===== src/hw/rtl/assert_macros.svh =====
// assertion macros included by the rtl top file
`ifndef ASSERT_MACROS_SVH
`define ASSERT_MACROS_SVH

// same-cycle implication, checked outside reset
`define ASSERT_IMPLIES(label, clk, rst, ante, cons) \
   label: assert property (@(posedge clk) disable iff (rst) (ante) |-> (cons)) \
      else $error("assertion failed: implication");

// next-cycle implication, checked outside reset
`define ASSERT_NEXT(label, clk, rst, ante, cons) \
   label: assert property (@(posedge clk) disable iff (rst) (ante) |=> (cons)) \
      else $error("assertion failed: next-cycle implication");

`endif


===== src/hw/rtl/sklf_pkg.sv =====
// types and constants of the sort key field locator
package sklf_pkg;

   localparam int PosW  = 7;
   localparam int CharW = 8;

   // key modes
   localparam logic [1:0] ModeColumn = 2'd0;
   localparam logic [1:0] ModeBlank  = 2'd1;
   localparam logic [1:0] ModeDelim  = 2'd2;

   // csr register indexes
   localparam logic [1:0] CsrKeyMode   = 2'd0;
   localparam logic [1:0] CsrDelimiter = 2'd1;
   localparam logic [1:0] CsrKeyIndex  = 2'd2;

   localparam logic [CharW-1:0] SpaceChar    = 8'd32;
   localparam logic [CharW-1:0] DelimReset   = 8'd44;

   typedef struct packed {
      logic [1:0]       key_mode;
      logic [CharW-1:0] delimiter_char;
      logic [PosW-1:0]  key_index;
   } sklf_cfg_type;

   typedef struct packed {
      logic [PosW-1:0] key_offset;
      logic [PosW-1:0] line_length;
      logic            too_long;
   } sklf_result_type;

endpackage


===== src/hw/rtl/sklf_line_tracker.sv =====
// per-line state and key search, one word per cycle while char_accept is high
module sklf_line_tracker import sklf_pkg::*; #(
   parameter int MAX_LINE = 127
) (
   input  logic              clock,
   input  logic              reset,
   input  sklf_cfg_type      cfg,
   input  logic              char_accept,
   input  logic [CharW-1:0]  char_code,
   input  logic              line_end,
   output sklf_result_type   result
);

   localparam logic [PosW-1:0] MaxLineC = PosW'(MAX_LINE);

   logic [PosW-1:0]  char_position_ff, char_position_in;
   logic [PosW-1:0]  fields_to_skip_ff, fields_to_skip_in;
   logic             key_found_ff, key_found_in;
   logic [PosW-1:0]  found_offset_ff, found_offset_in;
   logic [CharW-1:0] previous_char_ff, previous_char_in;
   logic             previous_was_skipping_ff, previous_was_skipping_in;
   logic             overflow_seen_ff, overflow_seen_in;

   logic            in_range;
   logic            field_mode;
   logic [PosW-1:0] skip_base;
   logic            word_end;
   logic [PosW-1:0] skip_after_word;
   logic            skipping;
   logic            found_now;
   logic [PosW-1:0] line_len;

   always_comb begin
      in_range   = char_position_ff < MaxLineC;
      field_mode = (cfg.key_mode == ModeBlank) || (cfg.key_mode == ModeDelim);
      skip_base  = (char_position_ff == '0) ? cfg.key_index : fields_to_skip_ff;
      word_end   = (cfg.key_mode == ModeBlank) && previous_was_skipping_ff &&
                   (previous_char_ff > SpaceChar) && (char_code <= SpaceChar);
      skip_after_word = (word_end && (skip_base != '0)) ? skip_base - 1'b1 : skip_base;
      skipping   = skip_after_word != '0;
      found_now  = !skipping && !key_found_ff &&
                   ((cfg.key_mode == ModeDelim) || (char_code > SpaceChar));

      char_position_in         = char_position_ff;
      fields_to_skip_in        = fields_to_skip_ff;
      key_found_in             = key_found_ff;
      found_offset_in          = found_offset_ff;
      previous_char_in         = previous_char_ff;
      previous_was_skipping_in = previous_was_skipping_ff;
      overflow_seen_in         = overflow_seen_ff;

      if (!in_range) begin
         overflow_seen_in = 1'b1;
      end else begin
         fields_to_skip_in = skip_base;
         if (field_mode) begin
            fields_to_skip_in = skip_after_word;
            if (skipping && (cfg.key_mode == ModeDelim) && (char_code == cfg.delimiter_char)) begin
               fields_to_skip_in = skip_after_word - 1'b1;
            end
            if (found_now) begin
               key_found_in    = 1'b1;
               found_offset_in = char_position_ff;
            end
            previous_was_skipping_in = skipping;
            previous_char_in         = char_code;
         end
         char_position_in = char_position_ff + 1'b1;
      end

      line_len           = char_position_in;
      result.line_length = line_len;
      result.too_long    = overflow_seen_in;
      if (field_mode) begin
         result.key_offset = key_found_in ? found_offset_in : line_len;
      end else begin
         result.key_offset = (cfg.key_index < line_len) ? cfg.key_index : line_len;
      end
   end

   always_ff @(posedge clock) begin
      if (reset || (char_accept && line_end)) begin
         char_position_ff         <= '0;
         fields_to_skip_ff        <= '0;
         key_found_ff             <= 1'b0;
         found_offset_ff          <= '0;
         previous_char_ff         <= '0;
         previous_was_skipping_ff <= 1'b0;
         overflow_seen_ff         <= 1'b0;
      end else if (char_accept) begin
         char_position_ff         <= char_position_in;
         fields_to_skip_ff        <= fields_to_skip_in;
         key_found_ff             <= key_found_in;
         found_offset_ff          <= found_offset_in;
         previous_char_ff         <= previous_char_in;
         previous_was_skipping_ff <= previous_was_skipping_in;
         overflow_seen_ff         <= overflow_seen_in;
      end
   end

endmodule


===== src/hw/rtl/sort_key_field_locator_top.sv =====
// a line's result word is registered once its last character is accepted
// one character word per cycle while req_stall is low, set by the line tracker update
// a result register plus one skid entry keep input flowing while the output is stalled;
// req_stall rises only when the skid entry is occupied
// reset (synchronous, active high) clears the line state, the output stages and
// restores key_mode 0, delimiter 44, key_index 0
`include "assert_macros.svh"

module sort_key_field_locator_top import sklf_pkg::*; #(
   parameter int MAX_LINE = 127
) (
   input  logic             clock,
   input  logic             reset,
   // configuration writes
   input  logic             csr_write_enable,
   input  logic [1:0]       csr_index,
   input  logic [CharW-1:0] csr_write_data,
   // character words
   input  logic             req_valid,
   output logic             req_stall,
   input  logic [CharW-1:0] req_char_code,
   input  logic             req_line_end,
   // result words
   output logic             rsp_valid,
   input  logic             rsp_stall,
   output logic [PosW-1:0]  rsp_key_offset,
   output logic [PosW-1:0]  rsp_line_length,
   output logic             rsp_too_long
);

   localparam logic [PosW-1:0] MaxLineC = PosW'(MAX_LINE);

   // configuration registers
   sklf_cfg_type cfg_ff;

   always_ff @(posedge clock) begin
      if (reset) begin
         cfg_ff.key_mode       <= ModeColumn;
         cfg_ff.delimiter_char <= DelimReset;
         cfg_ff.key_index      <= '0;
      end else if (csr_write_enable) begin
         unique case (csr_index)
            CsrKeyMode:   cfg_ff.key_mode       <= csr_write_data[1:0];
            CsrDelimiter: cfg_ff.delimiter_char <= csr_write_data;
            CsrKeyIndex:  cfg_ff.key_index      <= csr_write_data[PosW-1:0];
            default:      ;  // unused index, write dropped
         endcase
      end
   end

   // input handshake
   logic req_accept;
   logic skid_valid_ff;

   assign req_stall  = skid_valid_ff;
   assign req_accept = req_valid && !req_stall;

   // per-character work
   sklf_result_type line_result;

   sklf_line_tracker #(
      .MAX_LINE (MAX_LINE)
   ) u_tracker (
      .clock       (clock),
      .reset       (reset),
      .cfg         (cfg_ff),
      .char_accept (req_accept),
      .char_code   (req_char_code),
      .line_end    (req_line_end),
      .result      (line_result)
   );

   // result register and skid entry
   logic            new_result;
   logic            rsp_pop;
   logic            out_valid_ff;
   sklf_result_type out_data_ff;
   sklf_result_type skid_data_ff;

   assign new_result = req_accept && req_line_end;
   assign rsp_pop    = out_valid_ff && !rsp_stall;

   always_ff @(posedge clock) begin
      if (reset) begin
         out_valid_ff  <= 1'b0;
         skid_valid_ff <= 1'b0;
      end else if (skid_valid_ff) begin
         // no accepts while the skid entry is full
         if (rsp_pop) begin
            skid_valid_ff <= 1'b0;
         end
      end else if (new_result) begin
         if (out_valid_ff && !rsp_pop) begin
            skid_valid_ff <= 1'b1;
         end else begin
            out_valid_ff <= 1'b1;
         end
      end else if (rsp_pop) begin
         out_valid_ff <= 1'b0;
      end
   end

   always_ff @(posedge clock) begin
      if (skid_valid_ff) begin
         if (rsp_pop) begin
            out_data_ff <= skid_data_ff;
         end
      end else if (new_result) begin
         if (out_valid_ff && !rsp_pop) begin
            skid_data_ff <= line_result;
         end else begin
            out_data_ff <= line_result;
         end
      end
   end

   assign rsp_valid       = out_valid_ff;
   assign rsp_key_offset  = out_data_ff.key_offset;
   assign rsp_line_length = out_data_ff.line_length;
   assign rsp_too_long    = out_data_ff.too_long;

   // checks
   `ASSERT_IMPLIES(a_skid_needs_out, clock, reset, skid_valid_ff, out_valid_ff)
   `ASSERT_NEXT(a_skid_holds, clock, reset, skid_valid_ff && rsp_stall, skid_valid_ff)
   `ASSERT_IMPLIES(a_offset_in_line, clock, reset, out_valid_ff,
                   (out_data_ff.key_offset <= out_data_ff.line_length) &&
                   (out_data_ff.line_length != '0))
   `ASSERT_IMPLIES(a_long_saturates, clock, reset, out_valid_ff && out_data_ff.too_long,
                   out_data_ff.line_length == MaxLineC)

endmodule


===== config.mk =====
export PLATFORM = sky130hd
export DESIGN_NAME = sort_key_field_locator_top
export DESIGN_NICKNAME = d
export VERILOG_FILES = /design/src/hw/rtl/sklf_pkg.sv /design/src/hw/rtl/sklf_line_tracker.sv /design/src/hw/rtl/sort_key_field_locator_top.sv
export VERILOG_INCLUDE_DIRS = /design/src /design/src/hw/rtl
export SDC_FILE = /design/constraint.sdc
export NUM_CORES = 1
export LEC_CHECK = 0
export BUFFER_PORTS_ARGS = -buffer_cell sky130_fd_sc_hd__buf_2
export CELL_PAD_IN_SITES_DETAIL_PLACEMENT = 0
export CELL_PAD_IN_SITES_GLOBAL_PLACEMENT = 1
export CORE_ASPECT_RATIO = 0.9
export CORE_MARGIN = 2
export CORE_UTILIZATION = 29
export DETAILED_ROUTE_END_ITERATION = 6
export PLACE_DENSITY_LB_ADDON = 0.1
export SLEW_MARGIN = 0
export SYNTH_ARGS = -nofsm -noshare
export SYNTH_HDL_FRONTEND = slang
export SYNTH_SLANG_ARGS = --single-unit

===== constraint.sdc =====
create_clock -name clock -period 9.5 [get_ports clock]
set_clock_uncertainty 0.2 [all_clocks]
set_input_delay 1.9 -clock clock [delete_from_list [all_inputs] [get_ports clock]]
set_output_delay 1.9 -clock clock [all_outputs]
set_load 0.1 [all_outputs]

==> results of run 1 <==
## cell usage in the layout (no fill, tap or decap), types with 5 or more instances in the layout
master,count
sky130_fd_sc_hd__nor3_1,14
sky130_fd_sc_hd__nand2b_1,6
sky130_fd_sc_hd__ha_1,13
sky130_fd_sc_hd__mux2_2,13
sky130_fd_sc_hd__mux2i_1,26
sky130_fd_sc_hd__edfxtp_1,30
sky130_fd_sc_hd__o22ai_1,7
sky130_fd_sc_hd__nor4_1,7
sky130_fd_sc_hd__dfxtp_1,51
sky130_fd_sc_hd__a21oi_1,32
sky130_fd_sc_hd__clkbuf_16,9
sky130_fd_sc_hd__a211oi_1,7
sky130_fd_sc_hd__buf_2,40
sky130_fd_sc_hd__o21ai_0,24
sky130_fd_sc_hd__nand3_1,10
sky130_fd_sc_hd__xnor2_1,14
sky130_fd_sc_hd__o211ai_1,5
sky130_fd_sc_hd__o31ai_1,5
sky130_fd_sc_hd__inv_1,19
sky130_fd_sc_hd__nor2_1,50
sky130_fd_sc_hd__nand2_1,56
## layout make-up
| cell class | count | area (um2) |
|---|---|---|
| fillers | 1535 | 9686 |
| multi-input cells | 352 | 2307 |
| flip-flops and latches | 81 | 1922 |
| well taps | 198 | 247.7 |
| repair buffers | 44 | 230.2 |
| clock buffers | 10 | 229.0 |
| inverters | 20 | 75.07 |
| clock inverters | 6 | 67.56 |
| diodes | 1 | 2.502 |
## state kept, by name, summed over array words and instances, names as in the netlist, 7 cells and up
| signal | cells |
|---|---|
| u_tracker.char_position_ff | 7 |
| u_tracker.previous_char_ff | 8 |
| rsp_key_offset | 7 |
| rsp_line_length | 7 |
| cfg_ff | 17 |
| u_tracker.fields_to_skip_ff | 7 |
| skid_data_ff | 15 |
| u_tracker.found_offset_ff | 7 |
## synth_stat cells, types with 5 or more instances
| cell | count |
|---|---|
| sky130_fd_sc_hd__a211oi_1 | 7 |
| sky130_fd_sc_hd__nand2_1 | 56 |
| sky130_fd_sc_hd__nand3_1 | 10 |
| sky130_fd_sc_hd__nand2b_1 | 6 |
| sky130_fd_sc_hd__mux2i_1 | 26 |
| sky130_fd_sc_hd__o21ai_0 | 24 |
| sky130_fd_sc_hd__nor2_1 | 51 |
| sky130_fd_sc_hd__clkbuf_1 | 20 |
| sky130_fd_sc_hd__nor4_1 | 7 |
| sky130_fd_sc_hd__mux2_2 | 13 |
| sky130_fd_sc_hd__nor3_1 | 14 |
| sky130_fd_sc_hd__inv_1 | 19 |
| sky130_fd_sc_hd__o211ai_1 | 5 |
| sky130_fd_sc_hd__dfxtp_1 | 51 |
| sky130_fd_sc_hd__a21oi_1 | 32 |
| sky130_fd_sc_hd__edfxtp_1 | 30 |
| sky130_fd_sc_hd__o31ai_1 | 5 |
| sky130_fd_sc_hd__xnor2_1 | 14 |
| sky130_fd_sc_hd__o22ai_1 | 7 |
| sky130_fd_sc_hd__ha_1 | 13 |
## per-layer routing
| layer | GRT usage [%] | vias to the layer above | part of all wire (%) |
|---|---|---|---|
| met2 | 26.70 | 53 | 46 |
| met3 | 4.470 | 12 | 2.6 |
| met5 | 0 | - | 0 |
| met4 | 5.253 | 0 | 0.99 |
| li1 | - | 1789 | - |
| met1 | 22.50 | 1764 | 51 |
## stage by stage
step                worst slack [ps]  area, um2  hold slack, ps  util, %  instances
floorplan                       4195       4405           228.0        -        478
global placement                4089       4782           240.5    32.38        695
detailed placement              3937       4782           244.8    32.38        695
CTS                             3912       5079           252.8    34.39        711
global route                    3468       5079           285.2    34.39        711
finish                          3889       5081           250.0    34.41        712
## logic make-up after synthesis
logic type	share of synthesized area, %
AO/OA/AOI/OAI	16.61
XOR/XNOR	3.579
adder cells (fa/ha/maj)	3.919
buffers and inverters	4.061
flip-flops	43.62
multiplexers	9.230
AND/OR/NAND/NOR	18.97
## worst max-delay path by stage
stage                                          startpoint                     endpoint  slack, ps  cells past startpoint
6_report       u_tracker.char_position_ff[0]$_SDFFE_PP0P_  rsp_key_offset[3]$_DFFE_PP_       3890                     19
5_1_grt        u_tracker.char_position_ff[0]$_SDFFE_PP0P_  rsp_key_offset[1]$_DFFE_PP_       3470                     19
4_1_cts        u_tracker.char_position_ff[0]$_SDFFE_PP0P_  rsp_key_offset[1]$_DFFE_PP_       3910                     19
3_5_place_dp   u_tracker.char_position_ff[0]$_SDFFE_PP0P_  rsp_key_offset[1]$_DFFE_PP_       3940                     19
3_3_place_gp   u_tracker.char_position_ff[0]$_SDFFE_PP0P_  rsp_key_offset[5]$_DFFE_PP_       4090                     19
2_1_floorplan  u_tracker.char_position_ff[0]$_SDFFE_PP0P_  rsp_key_offset[5]$_DFFE_PP_       4200                     22
## power groups by stage
stage	registers [mW]	logic, mW	clock network (mW)
6_report	0.379	0.121	0.351
2_1_floorplan	0.407	0.0673	0
3_5_place_dp	0.387	0.121	0
3_3_place_gp	0.387	0.121	0
4_1_cts	0.379	0.122	0.362
5_1_grt	0.380	0.131	0.375
## critical path: stages, from the launching register on
cell and delay [ps]:
sky130_fd_sc_hd__dfxtp_1 540, sky130_fd_sc_hd__inv_1 80, sky130_fd_sc_hd__ha_1 220, sky130_fd_sc_hd__nor2b_1 150, sky130_fd_sc_hd__nand2_1 460, sky130_fd_sc_hd__mux2_2 460
sky130_fd_sc_hd__inv_1 70, sky130_fd_sc_hd__ha_1 150, sky130_fd_sc_hd__or3b_2 440, sky130_fd_sc_hd__nor4_1 360, sky130_fd_sc_hd__a221oi_4 120, sky130_fd_sc_hd__and2_1 260
sky130_fd_sc_hd__xnor2_1 230, sky130_fd_sc_hd__ha_1 180, sky130_fd_sc_hd__o21ai_1 160, sky130_fd_sc_hd__nor3_1 280, sky130_fd_sc_hd__a21bo_2 340, sky130_fd_sc_hd__o221ai_1 200
sky130_fd_sc_hd__o22ai_1 140, sky130_fd_sc_hd__mux2_2 290
==> metrics, run 1 <==
number of sinks on the clock net between 80 and 90; Post-synth EDFFs 30; number of core rows 42; clock-pin slew on the worst setup and hold paths ~60 ps; average footprint of a synthesized cell approximately 9 um2; share of total power in sequential cells roughly 45%; number of cell instances on the worst register-to-register path 19; switching part of the total power 28.06%; cells after synthesis 478; number of max-cap violations 0; vias post-DR 3618; maximum number of buffers from clock root to sink 2; area of the mapped netlist approximately 0.0044 mm2; Clk Latency, worst-skew pair roughly 340 ps; width of the chip 133.9 um; kind of path behind the tightest hold check register to register; post-detailed-route wirelength per cell 18.23 um; required arrival time at the worst endpoint about 9400 ps; drt drc 0; Total Routing Usage GR ~17%; Core Area 0.01477 mm2; number of hold buffers added after cts 0; share of power burned in the clock network roughly two fifths; crit-path max FO 13; Worst setup EP type register; number of buffers inserted by port buffering 40; cell accounting for the most synthesized area sky130_fd_sc_hd__dfxtp_1; number of violations reported at the end of detailed-routing iteration 0 168; Worst Hold Path Cells 2; kind of critical path register to register; vias in the first global route roughly 3600; Slew Limit Fails 0; worst rel slew slack approximately a quarter; sum of internal, switching and leakage power around 0.85 mW; drt first pass iters 4; Synth Register Bits 81; global-route wire length before repair about 20 mm; Final Hold Violating Endpoints 0; number of nets produced by synthesis just over 500; initial antenna violation count 1; shortest period the worst path allows roughly 5600 ps; floorplan die area between 0.015 and 0.02 mm2; maximum number of pins on one net before global-route repair 31; HPWL after detailed placement about 9.4 mm; largest cells by area after synthesis sky130_fd_sc_hd__dfxtp_1 23%, sky130_fd_sc_hd__edfxtp_1 20%, sky130_fd_sc_hd__mux2i_1 5.9%; initial standard-cell utilization of the core between 20% and 30%; part of the power in combinational logic ~14%; power spent charging and discharging nets ~0.24 mW; CTS-repair resized insts 0; post-synthesis sequential area ratio between 40% and 50%; endpoint with the worst hold slack u_tracker.previous_char_ff[4]$_SDFFE_PP0P_; count of nets left with antenna violations after detail routing 0; proportion of layout cells with a drive suffix above 1 around 17%; global route total overflow 0; htree depth 3; Arrival @ worst endpoint 5510 ps; number of buffers created by CTS 9; Synth async-reset ratio 0%; total number of nets in the final design approximately 550; Power Dens Cells between 150 and 200 mW/mm2; internal power of the cells just over 0.6 mW; post-CTS setup-driven buffer insertion count 0; Peak VDD IR approximately 0.086 mV; reg-to-reg critical path startpoint u_tracker.char_position_ff[0]$_SDFFE_PP0P_; synthesis-to-finish area growth 15.34%; part of the cycle the worst path needs about three fifths; RD Place Congestion ~0.85; Fin Setup TNS 0 ps; final setup violating endpoints 0; predominant post-synthesis flop cell sky130_fd_sc_hd__dfxtp_1; count of cell types in the netlist 58; via/cell ratio 5.081; Die H about 120 um; root buf cell sky130_fd_sc_hd__clkbuf_16; CTS tree yes; startpoint of the tightest hold check path u_tracker.previous_char_ff[4]$_SDFFE_PP0P_; Syn. warnings 0; Max Clk Rate between 150 and 200 MHz; fraction of post-synthesis cell area in the top cell type by area a little under a quarter; element type at the critical path start register; result of the run finished clean; number of top-level pins 41; actual transition at the worst max-transition pin about 1100 ps; setup repair after global routing missed its margin false; worst reg2reg endpoint rsp_key_offset[3]$_DFFE_PP_; total wire length after detailed routing roughly 13 mm; worst reg2reg setup slack about 3900 ps; static power due to leakage approximately 1.9 nW
(Power assumes the default switching activity.)
==> run 2, diff against run 1 <==
- ABC_AREA: not set -> 1
- clock period: 9.5 -> 4.6 ns (I/O delays scaled with it)
==> run 2 against run 1 <==
Compared with the run above:
- sequential share of layout area shrank 2.4 points
- design area up 6.8%
- power rose by 140%
- critical path depth grew 4
- area after synthesis increased by 7.5%
- clock power grew 93%
- setup slack worse by 3500 ps
- flip-flop and latch count unchanged
- critical endpoint is now rsp_key_offset[4]$_DFFE_PP_
- largest cell class unchanged
- largest power group unchanged
==> metrics, run 2 <==
worst reg2reg setup slack 430 ps (-3460 ps); drt first pass iters 6 (+2); commonest non-fill, non-tap cell in the layout sky130_fd_sc_hd__nand2_1; Worst setup EP type register; crit-path max FO 14 (+1); total number of nets in the final design 717 (+32%); required arrival time at the worst endpoint 4500 ps (-4890 ps); cells after synthesis 638 (+33%); synthesis-to-finish area growth 14.67%; drt drc 0 (unchanged); Final Hold Violating Endpoints 0 (unchanged); flip-flop count of the largest register after layout 17 (unchanged); kind of path behind the tightest hold check register to register; Fin Setup TNS 0 ps (unchanged); cell accounting for the most synthesized area sky130_fd_sc_hd__dfxtp_1; Die H 125.2 um (+3.5%); Total Routing Usage GR 15.93% (-0.93 points); initial antenna violation count 0 (-1); Power Dens Cells 373.2 mW/mm2 (+120%); post-synthesis sequential area ratio 40.59% (-3.0 points); final design utilization 33.77% (-0.64 points); element type at the critical path start register; post-detailed-route wirelength per cell 14.88 um (-18%); maximum number of pins on one net before global-route repair 29 (-6.5%); number of violations reported at the end of detailed-routing iteration 0 232 (+38%); post-CTS setup-driven buffer insertion count 0 (unchanged); count of nets left with antenna violations after detail routing 0 (unchanged); via/cell ratio 4.715 (-7.2%); number of core rows 44 (+4.8%); kind of critical path register to register; total wire length after detailed routing 13.27 mm (+2.2%); proportion of layout cells with a drive suffix above 1 15.91% (-1.0 points); predominant post-synthesis flop cell sky130_fd_sc_hd__dfxtp_1; most frequent cells after synthesis 154 x sky130_fd_sc_hd__nand2_1, 86 x sky130_fd_sc_hd__inv_1, 54 x sky130_fd_sc_hd__o21ai_0; Arrival @ worst endpoint 4070 ps (-1440 ps); global-route wire length before repair 21.62 mm (+5.1%); Syn. warnings 0 (unchanged); final setup violating endpoints 0 (unchanged); clock-pin slew on the worst setup and hold paths 60 ps (about the same); root buf cell sky130_fd_sc_hd__clkbuf_16; area of the mapped netlist 0.004735 mm2 (+7.5%); number of max-cap violations 0 (unchanged); number of cell instances on the worst register-to-register path 23 (+4); biggest registers after layout cfg_ff x17, skid_data_ff x15, u_tracker.previous_char_ff x8; worst rel slew slack 44.48% (+19 points); Slew Limit Fails 0 (unchanged); vias in the first global route 4073 (+13%); Synth async-reset ratio 0% (unchanged); Worst Hold Path Cells 2 (unchanged); number of top-level pins 41 (unchanged); static power due to leakage 2.505 nW (+33%); HPWL after detailed placement 10.19 mm (+8.8%); CTS-repair resized insts 0 (unchanged); htree depth 3 (unchanged); RD Place Congestion 0.8115 (-4.8%); number of sinks on the clock net 81 (unchanged); most frequent cell after synthesis sky130_fd_sc_hd__nand2_1; floorplan die area 0.01737 mm2 (+7.2%); number of nets produced by synthesis 675 (+31%); number of hold buffers added after cts 0 (unchanged); number of buffers created by CTS 9 (unchanged); vias post-DR 4206 (+16%); largest cells by area after synthesis sky130_fd_sc_hd__dfxtp_1 22%, sky130_fd_sc_hd__edfxtp_1 19%, sky130_fd_sc_hd__nand2_1 12%; diodes inserted 0 (-1); actual transition at the worst max-transition pin 826.5 ps (-290.0 ps); setup repair after global routing missed its margin false; global route total overflow 0 (unchanged); CTS tree yes; maximum number of buffers from clock root to sink 2 (unchanged); Peak VDD IR 0.2408 mV (+180%); Biggest register cfg_ff; Post-synth EDFFs 30 (unchanged); count of cell types in the netlist 36 (-38%); Core Area 0.01608 mm2 (+8.9%); Synth Register Bits 81 (unchanged); commonest cells after routing, fill and taps aside 154 x sky130_fd_sc_hd__nand2_1, 86 x sky130_fd_sc_hd__inv_1, 54 x sky130_fd_sc_hd__o21ai_0; number of buffers inserted by port buffering 40 (unchanged); average footprint of a synthesized cell 7.421 um2 (-19%); part of the cycle the worst path needs 90.70% (+32 points); Clk Latency, worst-skew pair 340 ps (about the same); Max Clk Rate 239.7 MHz (+34%); initial standard-cell utilization of the core 29.45% (-0.38 points); number of filler cells placed in the layout 1743 (+14%); result of the run finished clean; shortest period the worst path allows 4172 ps (-1439 ps); fraction of post-synthesis cell area in the top cell type by area 21.56% (-1.6 points); width of the chip 138.7 um (+3.6%)
run 2: changes by cell type in the layout (fill, tap and decap cells not counted), moves of 26 or more:
cell                      delta
sky130_fd_sc_hd__inv_1      +67
sky130_fd_sc_hd__o21ai_0    +30
sky130_fd_sc_hd__mux2i_1    -26
sky130_fd_sc_hd__nand2_1    +98
sky130_fd_sc_hd__nand2_2    +26
sky130_fd_sc_hd__nand3_1    +36
run 2: kinds of logic (layout without fill, tap and decap cells):
kind of cell	after synthesis	after routing	share of synthesized area, %
buf+inv	112	159	9.619
compound gates	113	113	12.95
xor+xnor	11	11	2.194
flops	81	81	40.59
simple gates	308	308	31.21
fa+ha+maj	13	13	3.436
run 2: critical path, stage by stage (launching register included):
cell	delay (ps)
sky130_fd_sc_hd__dfxtp_1	350
sky130_fd_sc_hd__inv_1	120
sky130_fd_sc_hd__ha_1	150
sky130_fd_sc_hd__inv_1	60
sky130_fd_sc_hd__nor2_4	270
sky130_fd_sc_hd__nand3_4	240
sky130_fd_sc_hd__nand2_2	110
sky130_fd_sc_hd__nand2_2	70
sky130_fd_sc_hd__ha_1	210
sky130_fd_sc_hd__inv_1	90
sky130_fd_sc_hd__nor2_4	50
sky130_fd_sc_hd__nand3_4	100
sky130_fd_sc_hd__nand2_4	90
sky130_fd_sc_hd__xor2_2	300
sky130_fd_sc_hd__ha_1	230
sky130_fd_sc_hd__inv_1	70
sky130_fd_sc_hd__nor3_4	250
sky130_fd_sc_hd__nand3_4	240
sky130_fd_sc_hd__nand2_1	280
sky130_fd_sc_hd__nand3_1	130
sky130_fd_sc_hd__nand2_1	110
sky130_fd_sc_hd__nand2_2	60
sky130_fd_sc_hd__nand2_1	70
sky130_fd_sc_hd__nand2_1	60
run 2: layout make-up:
| class | count | area [um2] | area share, % |
|---|---|---|---|
| clock buffers | 14 | 264.0 | 4.863 |
| clock inverters | 2 | 13.76 | 0.2535 |
| inverters | 96 | 360.3 | 6.637 |
| multi-input cells | 445 | 2357 | 43.42 |
| flip-flops and latches | 81 | 1922 | 35.40 |
| well taps | 207 | 259.0 | 4.771 |
| repair buffers | 47 | 252.7 | 4.655 |
run 2: power breakdown:
group          total, mW  switching, mW  internal, mW
Combinational      0.533          0.377         0.156
Clock              0.679          0.283         0.396
Sequential         0.814         0.0252         0.789
run 2: worst paths after layout:
| kind | endpoint | start |
|---|---|---|
| min | u_tracker.found_offset_ff[6]$_SDFFE_PP0P_ | u_tracker.found_offset_ff[6]$_SDFFE_PP0P_ |
| max reg2reg | rsp_key_offset[4]$_DFFE_PP_ | u_tracker.char_position_ff[0]$_SDFFE_PP0P_ |
| min reg2reg | u_tracker.found_offset_ff[6]$_SDFFE_PP0P_ | u_tracker.found_offset_ff[6]$_SDFFE_PP0P_ |
| max | rsp_key_offset[4]$_DFFE_PP_ | u_tracker.char_position_ff[0]$_SDFFE_PP0P_ |
run 2: per-layer routing:
| layer | routed length [um] | global-route usage, % | part of all wire, % | vias up |
|---|---|---|---|---|
| met1 | 6557 | 21.04 | 49 | 1952 |
| met4 | 141 | 4.456 | 1.1 | 0 |
| met3 | 386 | 3.409 | 2.9 | 12 |
| met2 | 6189 | 26.47 | 47 | 64 |
| met5 | 0 | 0 | 0 | - |
| li1 | - | - | - | 2178 |
run 2: metrics by stage:
step	hold WS, ps	setup WS (ps)	instance area, um2	power (mW)	cells
2_1_floorplan	229.1	1131	4735	1.248	638
3_3_place_gp	243.9	479.6	5151	1.365	876
3_5_place_dp	254.4	404.0	5151	1.364	876
4_1_cts	260.4	443.2	5429	2.054	892
5_1_grt	294.0	53.89	5429	2.155	892
6_report	259.2	427.6	5429	2.026	892
